## src/rtl/okft_pkg.sv

```systemverilog
// Package of the keyed flag table unit: request, response and slot types.
// Used by the sequencer, the slot memory, the top level and the testbench; depends on nothing.
`timescale 1ns / 1ps

package okft_pkg;

    localparam int GROUPS_DEF = 8;
    localparam int SLOTS_DEF  = 16;
    localparam int KEY_W      = 8;
    localparam int FLAG_W     = 8;
    localparam int ENTRY_W    = KEY_W + FLAG_W;
    localparam int CMP_W      = 7;

    typedef enum logic [2:0] {
        FN_INSERT = 3'd0,
        FN_DELETE = 3'd1,
        FN_QUERY  = 3'd2,
        FN_UPDATE = 3'd3,
        FN_CLEAR  = 3'd4
    } okft_func_t;

    typedef struct packed {
        logic [2:0]        func;
        logic [3:0]        position;
        logic              auto_place;
        logic [2:0]        bit_index;
        logic              whole_byte;
        logic [FLAG_W-1:0] flag_value;
        logic              all_keys;
        logic [KEY_W-1:0]  key;
        logic [2:0]        group;
    } okft_req_t;

    typedef struct packed {
        logic [FLAG_W-1:0] flag_data;
        logic              ok;
    } okft_resp_t;

    typedef struct packed {
        logic [KEY_W-1:0]  key;
        logic [FLAG_W-1:0] flags;
    } okft_entry_t;

    localparam okft_entry_t ENTRY_EMPTY = '0;

endpackage

```

## src/rtl/okft_ram.sv

```systemverilog
// Simple dual-port slot memory with one write port and one registered read port.
// Depends on okft_pkg for the slot entry type.
`timescale 1ns / 1ps

module okft_ram
    import okft_pkg::*;
#(
    parameter int ADDR_W = 7
) (
    input  logic              aclk,
    input  logic              wr_en,
    input  logic [ADDR_W-1:0] wr_addr,
    input  okft_entry_t       wr_data,
    input  logic              rd_en,
    input  logic [ADDR_W-1:0] rd_addr,
    output okft_entry_t       rd_data
);

    localparam int DEPTH = 1 << ADDR_W;

    okft_entry_t mem [DEPTH];
    okft_entry_t rd_data_reg;

    always_ff @(posedge aclk) begin
        if (wr_en) begin
            mem[wr_addr] <= wr_data;
        end
        if (rd_en) begin
            rd_data_reg <= mem[rd_addr];
        end
    end

    assign rd_data = rd_data_reg;

endmodule

```

## src/rtl/okft_seq.sv

```systemverilog
// Request sequencer of the keyed flag table unit: clearing pass, slot scan,
// and the shift, update and clear passes over the slot memory.
// Depends on okft_pkg; drives the ports of okft_ram.
`timescale 1ns / 1ps

module okft_seq
    import okft_pkg::*;
#(
    parameter int GROUPS = GROUPS_DEF,
    parameter int SLOTS  = SLOTS_DEF,
    parameter int GW     = (GROUPS > 1) ? $clog2(GROUPS) : 1,
    parameter int SW     = $clog2(SLOTS),
    parameter int AW     = GW + SW
) (
    input  logic          aclk,
    input  logic          aresetn,
    input  logic          req_valid,
    output logic          req_ready,
    input  okft_req_t     req,
    output logic          resp_valid,
    input  logic          resp_ready,
    output okft_resp_t    resp,
    output logic          ram_wr_en,
    output logic [AW-1:0] ram_wr_addr,
    output okft_entry_t   ram_wr_data,
    output logic          ram_rd_en,
    output logic [AW-1:0] ram_rd_addr,
    input  okft_entry_t   ram_rd_data
);

    typedef enum logic [2:0] {
        ST_INIT,
        ST_IDLE,
        ST_SCAN,
        ST_PLAN,
        ST_PASS,
        ST_RESP
    } state_t;

    state_t            state_reg, state_next;
    logic [AW-1:0]     init_addr_reg, init_addr_next;
    okft_req_t         req_reg, req_next;
    logic [GW-1:0]     gidx_reg, gidx_next;
    logic [SW-1:0]     rd_idx_reg, rd_idx_next;
    logic [SW-1:0]     end_idx_reg, end_idx_next;
    logic              up_reg, up_next;
    logic              rd_more_reg, rd_more_next;
    logic              dat_vld_reg, dat_vld_next;
    logic [SW-1:0]     dat_idx_reg, dat_idx_next;
    logic              found_reg, found_next;
    logic [SW-1:0]     found_idx_reg, found_idx_next;
    logic [FLAG_W-1:0] found_flags_reg, found_flags_next;
    logic              empty_reg, empty_next;
    logic [SW-1:0]     empty_idx_reg, empty_idx_next;
    logic              last_occ_reg, last_occ_next;
    okft_entry_t       carry_reg, carry_next;
    logic              ok_reg, ok_next;
    logic [FLAG_W-1:0] data_reg, data_next;

    always_comb begin
        okft_entry_t       cur;
        logic [FLAG_W-1:0] upd_bit;
        logic [FLAG_W-1:0] upd_flags;
        logic              pos_ok;
        logic [SW-1:0]     ins_pos;

        state_next       = state_reg;
        init_addr_next   = init_addr_reg;
        req_next         = req_reg;
        gidx_next        = gidx_reg;
        rd_idx_next      = rd_idx_reg;
        end_idx_next     = end_idx_reg;
        up_next          = up_reg;
        rd_more_next     = rd_more_reg;
        dat_vld_next     = 1'b0;
        dat_idx_next     = dat_idx_reg;
        found_next       = found_reg;
        found_idx_next   = found_idx_reg;
        found_flags_next = found_flags_reg;
        empty_next       = empty_reg;
        empty_idx_next   = empty_idx_reg;
        last_occ_next    = last_occ_reg;
        carry_next       = carry_reg;
        ok_next          = ok_reg;
        data_next        = data_reg;

        ram_wr_en   = 1'b0;
        ram_wr_addr = {gidx_reg, dat_idx_reg};
        ram_wr_data = carry_reg;
        ram_rd_en   = 1'b0;
        ram_rd_addr = {gidx_reg, rd_idx_reg};

        cur       = ram_rd_data;
        upd_bit   = 8'(1) << req_reg.bit_index;
        upd_flags = req_reg.whole_byte ? req_reg.flag_value
                  : ((cur.flags & ~upd_bit)
                     | ((req_reg.flag_value != '0) ? upd_bit : '0));
        pos_ok    = req_reg.auto_place ? empty_reg
                  : (CMP_W'(req_reg.position) < CMP_W'(SLOTS));
        ins_pos   = req_reg.auto_place ? empty_idx_reg : SW'(req_reg.position);

        if ((state_reg == ST_SCAN || state_reg == ST_PASS) && rd_more_reg) begin
            ram_rd_en    = 1'b1;
            dat_vld_next = 1'b1;
            dat_idx_next = rd_idx_reg;
            if (rd_idx_reg == end_idx_reg) begin
                rd_more_next = 1'b0;
            end else if (up_reg) begin
                rd_idx_next = rd_idx_reg + 1'b1;
            end else begin
                rd_idx_next = rd_idx_reg - 1'b1;
            end
        end

        unique case (state_reg)
            ST_INIT: begin
                ram_wr_en   = 1'b1;
                ram_wr_addr = init_addr_reg;
                ram_wr_data = ENTRY_EMPTY;
                if (init_addr_reg == '1) begin
                    state_next = ST_IDLE;
                end else begin
                    init_addr_next = init_addr_reg + 1'b1;
                end
            end
            ST_IDLE: begin
                if (req_valid) begin
                    req_next      = req;
                    gidx_next     = GW'(req.group);
                    found_next    = 1'b0;
                    empty_next    = 1'b0;
                    last_occ_next = 1'b0;
                    ok_next       = 1'b0;
                    data_next     = '0;
                    rd_idx_next   = '0;
                    end_idx_next  = SW'(SLOTS - 1);
                    up_next       = 1'b1;
                    rd_more_next  = 1'b1;
                    carry_next    = ENTRY_EMPTY;
                    if (CMP_W'(req.group) >= CMP_W'(GROUPS)) begin
                        state_next = ST_RESP;
                    end else begin
                        unique case (req.func) inside
                            FN_INSERT, FN_DELETE, FN_QUERY: state_next = ST_SCAN;
                            FN_UPDATE, FN_CLEAR:            state_next = ST_PASS;
                            default:                        state_next = ST_RESP;
                        endcase
                    end
                end
            end
            ST_SCAN: begin
                if (dat_vld_reg) begin
                    if (!found_reg && cur.key == req_reg.key) begin
                        found_next       = 1'b1;
                        found_idx_next   = dat_idx_reg;
                        found_flags_next = cur.flags;
                    end
                    if (!empty_reg && cur == ENTRY_EMPTY) begin
                        empty_next     = 1'b1;
                        empty_idx_next = dat_idx_reg;
                    end
                    if (dat_idx_reg == SW'(SLOTS - 1)) begin
                        last_occ_next = (cur != ENTRY_EMPTY);
                    end
                end
                if (!rd_more_reg && !dat_vld_reg) begin
                    state_next = ST_PLAN;
                end
            end
            ST_PLAN: begin
                rd_more_next = 1'b1;
                state_next   = ST_RESP;
                unique case (req_reg.func) inside
                    FN_INSERT: begin
                        if (!found_reg && pos_ok && !last_occ_reg) begin
                            rd_idx_next  = ins_pos;
                            end_idx_next = SW'(SLOTS - 1);
                            up_next      = 1'b1;
                            carry_next   = {req_reg.key, req_reg.flag_value};
                            state_next   = ST_PASS;
                        end
                    end
                    FN_DELETE: begin
                        if (found_reg) begin
                            rd_idx_next  = SW'(SLOTS - 1);
                            end_idx_next = found_idx_reg;
                            up_next      = 1'b0;
                            carry_next   = ENTRY_EMPTY;
                            state_next   = ST_PASS;
                        end
                    end
                    FN_QUERY: begin
                        ok_next = found_reg;
                        if (found_reg) begin
                            data_next = req_reg.whole_byte ? found_flags_reg
                                : {7'b0, found_flags_reg[req_reg.bit_index]};
                        end
                    end
                    default: begin
                        ok_next = 1'b0;
                    end
                endcase
            end
            ST_PASS: begin
                if (dat_vld_reg) begin
                    case (req_reg.func) inside
                        FN_INSERT, FN_DELETE: begin
                            ram_wr_en   = 1'b1;
                            ram_wr_data = carry_reg;
                            carry_next  = cur;
                        end
                        FN_UPDATE: begin
                            ram_wr_en   = (cur.key != '0)
                                && (req_reg.all_keys || cur.key == req_reg.key);
                            ram_wr_data = {cur.key, upd_flags};
                        end
                        default: begin
                            ram_wr_en   = 1'b1;
                            ram_wr_data = ENTRY_EMPTY;
                        end
                    endcase
                end
                if (!rd_more_reg && !dat_vld_reg) begin
                    ok_next    = 1'b1;
                    state_next = ST_RESP;
                end
            end
            ST_RESP: begin
                if (resp_ready) begin
                    state_next = ST_IDLE;
                end
            end
            default: begin
                state_next = ST_INIT;
            end
        endcase
    end

    always_ff @(posedge aclk) begin
        if (!aresetn) begin
            state_reg     <= ST_INIT;
            init_addr_reg <= '0;
            rd_more_reg   <= 1'b0;
            dat_vld_reg   <= 1'b0;
        end else begin
            state_reg     <= state_next;
            init_addr_reg <= init_addr_next;
            rd_more_reg   <= rd_more_next;
            dat_vld_reg   <= dat_vld_next;
        end
        req_reg         <= req_next;
        gidx_reg        <= gidx_next;
        rd_idx_reg      <= rd_idx_next;
        end_idx_reg     <= end_idx_next;
        up_reg          <= up_next;
        dat_idx_reg     <= dat_idx_next;
        found_reg       <= found_next;
        found_idx_reg   <= found_idx_next;
        found_flags_reg <= found_flags_next;
        empty_reg       <= empty_next;
        empty_idx_reg   <= empty_idx_next;
        last_occ_reg    <= last_occ_next;
        carry_reg       <= carry_next;
        ok_reg          <= ok_next;
        data_reg        <= data_next;
    end

    assign req_ready      = (state_reg == ST_IDLE);
    assign resp_valid     = (state_reg == ST_RESP);
    assign resp.ok        = ok_reg;
    assign resp.flag_data = data_reg;

endmodule

```

## src/rtl/ordered_keyed_flag_table_unit.sv

```systemverilog
// Query scans the group's slots; update and clear make a pass over them; insert and
// delete scan them and may then make a shifting pass, reading the slot memory one slot at a time.
// Throughput: one request at a time; the next is taken once the result is queued.
// Reset: a clearing pass writes every slot of the memory, and no request is taken
// until it is done.
`timescale 1ns / 1ps

module ordered_keyed_flag_table_unit
    import okft_pkg::*;
#(
    parameter int GROUPS = GROUPS_DEF,
    parameter int SLOTS  = SLOTS_DEF
) (
    input  logic        aclk,
    input  logic        aresetn,
    input  logic        s_tvalid,
    output logic        s_tready,
    // group, key, all_keys, flag_value, whole_byte, bit_index, auto_place, position
    input  logic [31:0] s_tdata,
    // func
    input  logic [2:0]  s_tuser,
    output logic        m_tvalid,
    input  logic        m_tready,
    // ok, flag_data
    output logic [15:0] m_tdata
);

    localparam int GW = (GROUPS > 1) ? $clog2(GROUPS) : 1;
    localparam int SW = $clog2(SLOTS);
    localparam int AW = GW + SW;

    okft_req_t   req;
    okft_resp_t  resp;
    logic        resp_valid;
    logic        resp_ready;
    logic        ram_wr_en;
    logic        ram_rd_en;
    logic [AW-1:0] ram_wr_addr;
    logic [AW-1:0] ram_rd_addr;
    okft_entry_t ram_wr_data;
    okft_entry_t ram_rd_data;

    logic        m_tvalid_reg, m_tvalid_next;
    okft_resp_t  m_resp_reg, m_resp_next;

    assign req = {s_tuser, s_tdata[28:0]};

    okft_seq #(
        .GROUPS (GROUPS),
        .SLOTS  (SLOTS),
        .GW     (GW),
        .SW     (SW),
        .AW     (AW)
    ) u_seq (
        .aclk        (aclk),
        .aresetn     (aresetn),
        .req_valid   (s_tvalid),
        .req_ready   (s_tready),
        .req         (req),
        .resp_valid  (resp_valid),
        .resp_ready  (resp_ready),
        .resp        (resp),
        .ram_wr_en   (ram_wr_en),
        .ram_wr_addr (ram_wr_addr),
        .ram_wr_data (ram_wr_data),
        .ram_rd_en   (ram_rd_en),
        .ram_rd_addr (ram_rd_addr),
        .ram_rd_data (ram_rd_data)
    );

    okft_ram #(
        .ADDR_W (AW)
    ) u_ram (
        .aclk    (aclk),
        .wr_en   (ram_wr_en),
        .wr_addr (ram_wr_addr),
        .wr_data (ram_wr_data),
        .rd_en   (ram_rd_en),
        .rd_addr (ram_rd_addr),
        .rd_data (ram_rd_data)
    );

    assign resp_ready = !m_tvalid_reg || m_tready;

    always_comb begin
        m_tvalid_next = m_tvalid_reg;
        m_resp_next   = m_resp_reg;
        if (resp_ready) begin
            m_tvalid_next = resp_valid;
            if (resp_valid) begin
                m_resp_next = resp;
            end
        end
    end

    always_ff @(posedge aclk) begin
        if (!aresetn) begin
            m_tvalid_reg <= 1'b0;
        end else begin
            m_tvalid_reg <= m_tvalid_next;
        end
        m_resp_reg <= m_resp_next;
    end

    assign m_tvalid = m_tvalid_reg;
    assign m_tdata  = {7'b0, m_resp_reg};

endmodule

```

## config.mk

```make
export PLATFORM = sky130hd
export DESIGN_NAME = ordered_keyed_flag_table_unit
export DESIGN_NICKNAME = d
export VERILOG_FILES = /design/src/rtl/okft_pkg.sv /design/src/rtl/okft_ram.sv /design/src/rtl/okft_seq.sv /design/src/rtl/ordered_keyed_flag_table_unit.sv
export SDC_FILE = /design/constraint.sdc
export NUM_CORES = 2
export LEC_CHECK = 0
export BUFFER_PORTS_ARGS = -buffer_cell sky130_fd_sc_hd__buf_4
export CORE_MARGIN = 2
export CORE_UTILIZATION = 39
export DETAILED_ROUTE_END_ITERATION = 7
export GPL_TIMING_DRIVEN = 0
export RECOVER_POWER = 25
export SLEW_MARGIN = 30
export SYNTH_ARGS = -nofsm -noshare
export SYNTH_HDL_FRONTEND = slang
export SYNTH_HIERARCHICAL = 1
export SYNTH_SLANG_ARGS = --single-unit
```

## constraint.sdc

```tcl
create_clock -name aclk -period 3.8 [get_ports aclk]
set_clock_uncertainty 0.2 [all_clocks]
set_input_delay 0.95 -clock aclk [delete_from_list [all_inputs] [get_ports aclk]]
set_output_delay 0.95 -clock aclk [all_outputs]
set_load 0.01 [all_outputs]
```

==> flow_summary.yaml <==
setup_path:
  crit_arrival_ps: 4220
  crit_fanout: 11
  start_kind: "flip-flop"
  crit_path_end_kind: "flip-flop"
  crit_required_ps: 4170
  criticalPathCategory: "flip-flop to flip-flop"
clock_network:
  cts_buffer_depth: 3
  numCtsBuffers: 212
  htree_num_levels: 4
  cts_root_buf: "clkbuf_16"
  worstSkewPairLatency_ps: 870
  clkTransAtPathRegs_ps: 70
  cts_tree: "built"
  cts.sink_count: 2175
timing:
  relSlewSlack_pct: 33.74
  hold_viol: 0
  setup_slack_ps: -47.03
  timing.fmax_ghz: 0.2599
  slew_violations: 0
  worstMarginPinSlew_ps: 993.8
  period_share_pct: 101.2
  fin_crit_ps: 3847
  rsz0062_at_grt: "yes"
  setup_viol: 27
routing:
  viasPerCell: 5.698
  postRouteAntennaNets: 0
  dr_total_vias: 40070
  routed_wl_um: 213000
  first_pass_iters: 5
  drc: 0
  drt_iter0_drc: 5143
  wire_per_inst_um: 30.29
floorplanning:
  initial_core_util_pct: 39.14
  die_area_mm2: 0.2187
  pin_count: 57
  die_h_um: 467.6
  coreArea_mm2: 0.2142
  die_w_um: 467.6
  num_rows: 170
placed_design:
  dp_hpwl_um: 144000
  pre_cts_slack_ps: -1485
  place_congestion: 0.8534
  place_area_mm2: 0.09036
  portBuffers: 46
outcome:
  failed_checks: "setup timing"
  outcome: "complete, but fails checks"
synth:
  ys_seq_area_share_pct: 77.71
  syn_area_per_cell_um2: 23.89
  synthSimpleGateAreaFrac_pct: 1.703
  synth_cell_type_count: 65
  synth_top_family_by_area: "multiplexers"
  ys_ff_latch: 2175
  syn_area_mm2: 0.08383
  synthArstFlopShare_pct: 0
  synth_compound_area_share_pct: 0.8522
  synthMuxAreaShare_pct: 18.41
  postSynthCellCount: 3509
  synthAdderAreaFrac_pct: 0.06866
  synth-edff-count: 2158
  synthFlopType: "edfxtp_1"
  yosysWarnings: 6
  synthXorXnorAreaFrac_pct: 0.2194
global_route:
  grt_max_degree: 69
  grt_pass1_vias: 39350
  gr-total-overflow: 0
  grt_first_pass_wirelength_um: 298900
  use_met3_pct: 4.452
  antenna_found_initial: 15
  grt_busiest_layer: "met2"
  met2_usage_pct: 30.43
  grt_usage_pct: 19.34
  grtUsageMet1_pct: 26.78
run:
  maxCapViolCount: 0
pwr:
  ir_drop_mv: 0.4867
  p_leak_uw: 0.02742
  p_per_area_mw_per_mm2: 471.7
layout:
  syn_to_final_growth_pct: 18.87
  nets: 4054
  largest_register_ffs: 2048
  layout-drive-gt1-share_pct: 38.46
  post-route-cell-area_mm2: 0.09965
hold_path:
  hold_class: "input port to flip-flop"
## report_power, final
part	switching, uW	total (uW)	internal, uW
clock network	9100	20600	11500
logic	234	342	108
registers	16.5	26100	26000
total	9350	47000	37700
## metal layers
layer | routed length, um | vias to the layer above
met5 | 27 | -
met4 | 7005 | 4
met3 | 19560 | 313
met1 | 84860 | 21810
li1 | - | 16120
met2 | 101600 | 1826
## stage by stage
stage / hold WS (ps) / TNS [ps] / std cells / utilization (%) / power (uW)
floorplan: 200.3 / 0 / 3515 / - / 26660
global placement: 207.9 / -8756010 / 6399 / 40.97 / 26790
detailed placement: 204.5 / -1995900 / 6526 / 42.19 / 26840
CTS: 2.547 / -25450 / 6980 / 46.14 / 47370
global route: 42.55 / -5947 / 7028 / 46.52 / 48250
finish: 98.08 / -767.3 / 7033 / 46.52 / 47010
## kinds of logic (layout without fill, tap and decap cells)
| logic type | after synthesis | in the layout |
|---|---|---|
| xor+xnor | 21 | 21 |
| buf+inv | 199 | 872 |
| mux | 698 | 698 |
| fa+ha+maj | 4 | 4 |
| simple gates | 311 | 311 |
| flops | 2175 | 2175 |
| compound gates | 100 | 101 |
| other cells | 1 | 13 |
## timing repair
item,CTS,global route
hold buffers,2,0
gates cloned,0,1
setup buffers,60,45
hold endpoints to repair,2,0
pin swaps,43,24
endpoints found under the setup margin,2064,1432
resized for setup,188,159
## cell usage after synthesis (5+ instances only)
| cell type | count | area [um2] |
|---|---|---|
| mux2i_1 | 7 | 70.07 |
| nor2_1 | 149 | 559.3 |
| edfxtp_1 | 2158 | 64800 |
| buf_4 | 9 | 67.56 |
| dfxtp_1 | 17 | 340.3 |
| mux4_2 | 673 | 15160 |
| and3_1 | 11 | 68.82 |
| xor2_1 | 12 | 105.1 |
| xnor2_1 | 9 | 78.83 |
| and2_1 | 5 | 31.28 |
| a21oi_1 | 24 | 120.1 |
| or2_2 | 6 | 37.54 |
| nor3_1 | 16 | 80.08 |
| buf_1 | 28 | 105.1 |
| nand3_1 | 18 | 90.09 |
| nor2b_1 | 10 | 62.56 |
| o21ai_0 | 18 | 90.09 |
| clkbuf_1 | 97 | 364.1 |
| buf_2 | 55 | 275.3 |
| nand2_1 | 58 | 217.7 |
| mux2_2 | 18 | 202.7 |
| a22o_1 | 32 | 280.3 |
| inv_1 | 6 | 22.52 |
| nor4_1 | 6 | 37.54 |
| nand4_1 | 10 | 62.56 |
## final timing paths
path,start,end,slack (ps),cells past startpoint
max,u_seq/state_reg[1]$_SDFFE_PN0P_,u_ram/mem[91][4]$_DFFE_PP_,-50,11
max reg2reg,u_seq/state_reg[1]$_SDFFE_PN0P_,u_ram/mem[91][4]$_DFFE_PP_,-50,11
min reg2reg,u_seq/data_reg[0]$_SDFFCE_PN0P_,m_tdata[1]$_DFFE_PP_,220,0
min,s_tdata[26],u_seq/req_reg[26]$_DFFE_PP_,100,1
## worst max-delay path, cell delays in order, from the launching register on
cell      delay (ps)
dfxtp_1          310
buf_6            130
clkbuf_1         240
nor3_4           370
nand2_1           90
nand2_1          230
clkbuf_2         340
nor2b_2          370
nand3_4          260
clkbuf_8         360
nor2_2           380
buf_6            250
## layout make-up
cell class | count | area (um2)
antenna | 6 | 15.01
buffer | 192 | 1468
clock buffer | 261 | 5489
clock inverter | 131 | 1375
fill | 17270 | 114500
inverter | 7 | 26.28
multi-input combinational | 1142 | 19130
sequential | 2175 | 65150
tap | 2838 | 3551
timing repair buffer | 281 | 3457
## cells in the final DEF, fill, tap and decap left out, types with 42 or more instances in the layout
master / instances
buf_12: 79
buf_4: 122
buf_6: 85
clkbuf_1: 92
clkbuf_16: 217
clkbuf_2: 42
clkbuf_4: 51
clkinv_1: 47
clkinv_2: 46
edfxtp_1: 2158
mux4_2: 673
nand2_1: 47
nor2_4: 102
Power figures use the tool's default switching activity.
